$ cat src/rtl/core/chm_ram.sv
// Generic simple dual-port RAM: one write port, one registered read port.
// No dependencies.
`default_nettype none

module chm_ram #(
    parameter int WIDTH = 8,
    parameter int DEPTH = 16,
    localparam int AW = (DEPTH > 1) ? $clog2(DEPTH) : 1
) (
    input  wire logic                 i_clk,
    input  wire logic                 i_we,
    input  wire logic [AW-1:0]        i_waddr,
    input  wire logic [WIDTH-1:0]     i_wdata,
    input  wire logic [AW-1:0]        i_raddr,
    output logic      [WIDTH-1:0]     o_rdata
);
    logic [WIDTH-1:0] r_mem [DEPTH];
    logic [WIDTH-1:0] r_rdata;

    always_ff @(posedge i_clk) begin
        if (i_we) begin
            r_mem[i_waddr] <= i_wdata;
        end
        r_rdata <= r_mem[i_raddr];
    end

    assign o_rdata = r_rdata;

endmodule

`default_nettype wire
$ cat config.mk
export PLATFORM = sky130hd
export DESIGN_NAME = chm_ram
export DESIGN_NICKNAME = d
export VERILOG_FILES = /design/src/rtl/core/chm_ram.sv
export SDC_FILE = /design/constraint.sdc
export NUM_CORES = 1
export LEC_CHECK = 0
export BUFFER_PORTS_ARGS = -buffer_cell sky130_fd_sc_hd__buf_2
export CAP_MARGIN = 0
export CORE_ASPECT_RATIO = 0.5
export CORE_UTILIZATION = 45
export CTS_CLUSTER_DIAMETER = 150
export DETAILED_ROUTE_END_ITERATION = 10
export HOLD_SLACK_MARGIN = 0.12
export PLACE_DENSITY = 0.67
export SLEW_MARGIN = 25
export SYNTH_ARGS = -nofsm -noshare
export SYNTH_HDL_FRONTEND = slang
export SYNTH_SLANG_ARGS = --single-unit
export TNS_END_PERCENT = 20
$ cat constraint.sdc
create_clock -name i_clk -period 2.57 [get_ports i_clk]
set_input_delay 0.514 -clock i_clk [delete_from_list [all_inputs] [get_ports i_clk]]
set_output_delay 0.514 -clock i_clk [all_outputs]
set_load 0.05 [all_outputs]
==> run summary <==
# placed instances = 408
H-tree lvl count = 4
Least-Margin Pin Slew = 0.791 ns
Post-DP HPWL = 6320 um
Antenna Nets Post-Route = 0
Synth top area share = 0.747
Seq pwr share = 0.505
Clock Latency Late Sink = 0.42 ns
Critical path type = flip-flop to output pin
Synthesized net count = 247
Fmax = 611 MHz
Vias in the first global route = 2,558
CTS resizes = 0
Row cnt = 27
Critical Path Source Type = flip-flop
Netlist Area Pre-Place = 5150 um2
Endpoint type of the worst setup path = output pin
Total CTS buffers = 17
GR Util All Layers = 0.180
Main synth FF type = edfxtp_1
Setup TNS = 0 ns
P per Cell Area = 815 nW/um2
Leak Pwr = 2.05 nW
I/O pin total = 26
Die X = 153 um
Drt via density = 5.59
Slew margin rel. = 0.471
DIE AREA = 11,900 um2
Most frequent cell after synthesis = edfxtp_1
Synthesized instance count = 229
Worst hold stages = 1
Worst-path clk slew = 0.06 ns
CTS Sinks = 136
DR vias = 2,466
Post-synth EDFFs = 128
Final min period = 1.64 ns
Beginning of the worst hold path = i_wdata[6]
Internal = 3.88 mW
Hold buffers post-CTS = 0
Ys async rst share = 0
Initial DRC Count = 157
Sequential area share after synthesis = 0.778
Core area = 11,000 um2
DRT Pass-1 Iters = 5
Switch Pwr = 1.06 mW
Post-layout util = 0.549
# fillers = 795
Root Buffer = clkbuf_16
Max-cap check violation count = 0
Die Ht = 77.6 um
Post-CTS setup buffers = 0
Dpl cell area = 5520 um2
Worst-path fanout max = 1
Crit path DAT = 1.12 ns
Post-synthesis cell type count = 19
Cell taking the most area after synthesis = edfxtp_1
Pre-CTS setup slack = 0.520 ns
Clock share of power = 0.439
First-pass GRT wire length = 14,600 um
Reg2reg path depth = 3
IO buf count = 25
Starting Density = 0.466
Commonest cells in the netlist = edfxtp_1 (128), mux4_2 (18), a22oi_1 (16), mux4_1 (14), nor2_1 (13)
RePlAce Congestion = 0.763
WP buf/inv = 1
CTS max path bufs = 2
WHS = 0.485 ns
Status = finished clean
Post-route cell area = 6060 um2
Slowest stage delay, CP = 0.41 ns
CP delay by family, top = flip-flops
Reg2Reg Launch Point = r_mem[9][1]
Post-layout power = 4.94 mW
Flop2flop setup slack = 1.15 ns
Crit path max-delay cell type = dfxtp_1
Min-Delay Path Class = input pin to flip-flop
Largest net degree at the start of global routing = 33
DRT Wirelength = 9920 um
Synthesized area per cell = 22.5 um2
Period Utilization, post-route = 0.637
Final Hold Vio Count = 0
Clk_skew = 0.00889 ns
Layout Nets = 300
Crit-path cells = buf_2
Comb pwr share = 0.056
Max-slew violations = 0
WL/cell = 22.5 um
Sw frac = 0.214
Yosys reg bits = 136
DRC viols = 0
Layout area overhead = 17.8%
Worst EP required = 2.06 ns
Hold Path Sink = r_mem[14][6]
GRT overflow = 0
Synth Warn # = 0
Initial antenna violation count = 1
Final non-filler cell total = 441
RSZ-0062 raised after global routing = false
Top cells by area, synth = edfxtp_1 (75%), mux4_2 (7.9%), mux4_1 (7.1%)
FF-to-FF End = o_rdata[1]
Peak supply drop = 0.477 mV
TritonCTS clock tree = built
Layout cell share with drive strength beyond 1 = 0.308
Final worst slack = 0.933 ns
Final setup viols = 0
## cell usage in the layout (no fill, tap or decap), drive strengths merged, types with 2 or more instances in the layout
cell type,synthesis,layout
a22oi,16,16
buf,7,44
clkbuf,0,17
clkinv,0,10
clkinvlp,0,4
dfxtp,8,8
edfxtp,128,128
mux4,32,32
nand2,9,9
nand2b,2,2
nand3b,2,2
nor2,13,13
nor3,4,4
## flip-flops by register name, indices dropped and copies added, names as in the netlist
name	cells
r_mem	128
o_rdata	8
## worst max path at each step
stage	to	startpoint	cells past startpoint
after floorplan	r_mem[0][0]	i_waddr[2]	2
after CTS	o_rdata[4]	o_rdata[4]	1
final	o_rdata[4]	o_rdata[4]	1
after detailed placement	o_rdata[4]	i_raddr[0]	5
after global routing	o_rdata[4]	i_raddr[0]	5
after global placement	o_rdata[4]	i_raddr[0]	5
## cell type report
class,instances,area [um2],share of cell area
Sequential cell,136,4000,0.660
Multi-Input combinational cell,83,1060,0.174
Clock buffer,17,425,0.0702
Timing Repair Buffer,44,280,0.0462
Tap cell,145,181,0.0299
Clock inverter,15,113,0.0186
Antenna cell,1,2.50,0.000413
## metal layers
metal	up-vias	track usage	routed length [um]
li1	1085	-	-
met1	1284	0.235	4270
met2	90	0.272	4790
met3	7	0.0626	765
met4	0	0.0818	93
met5	-	0	0
## logic make-up after synthesis
kind of cell,Yosys count,share of synthesized area
AND/OR/NAND/NOR,35,0.0318
buffers and inverters,10,0.0168
multiplexers,32,0.150
AO/OA/AOI/OAI,16,0.0233
flip-flops,136,0.778
## power by group through the flow
stage	combinational (mW)	clock (mW)	sequential (mW)
floorplan	0.126	0	2.59
global placement	0.270	0	2.54
detailed placement	0.279	0	2.54
CTS	0.280	2.20	2.50
global route	0.295	2.28	2.50
finish	0.277	2.17	2.50
No activity file was read; power rests on OpenSTA's default activity.
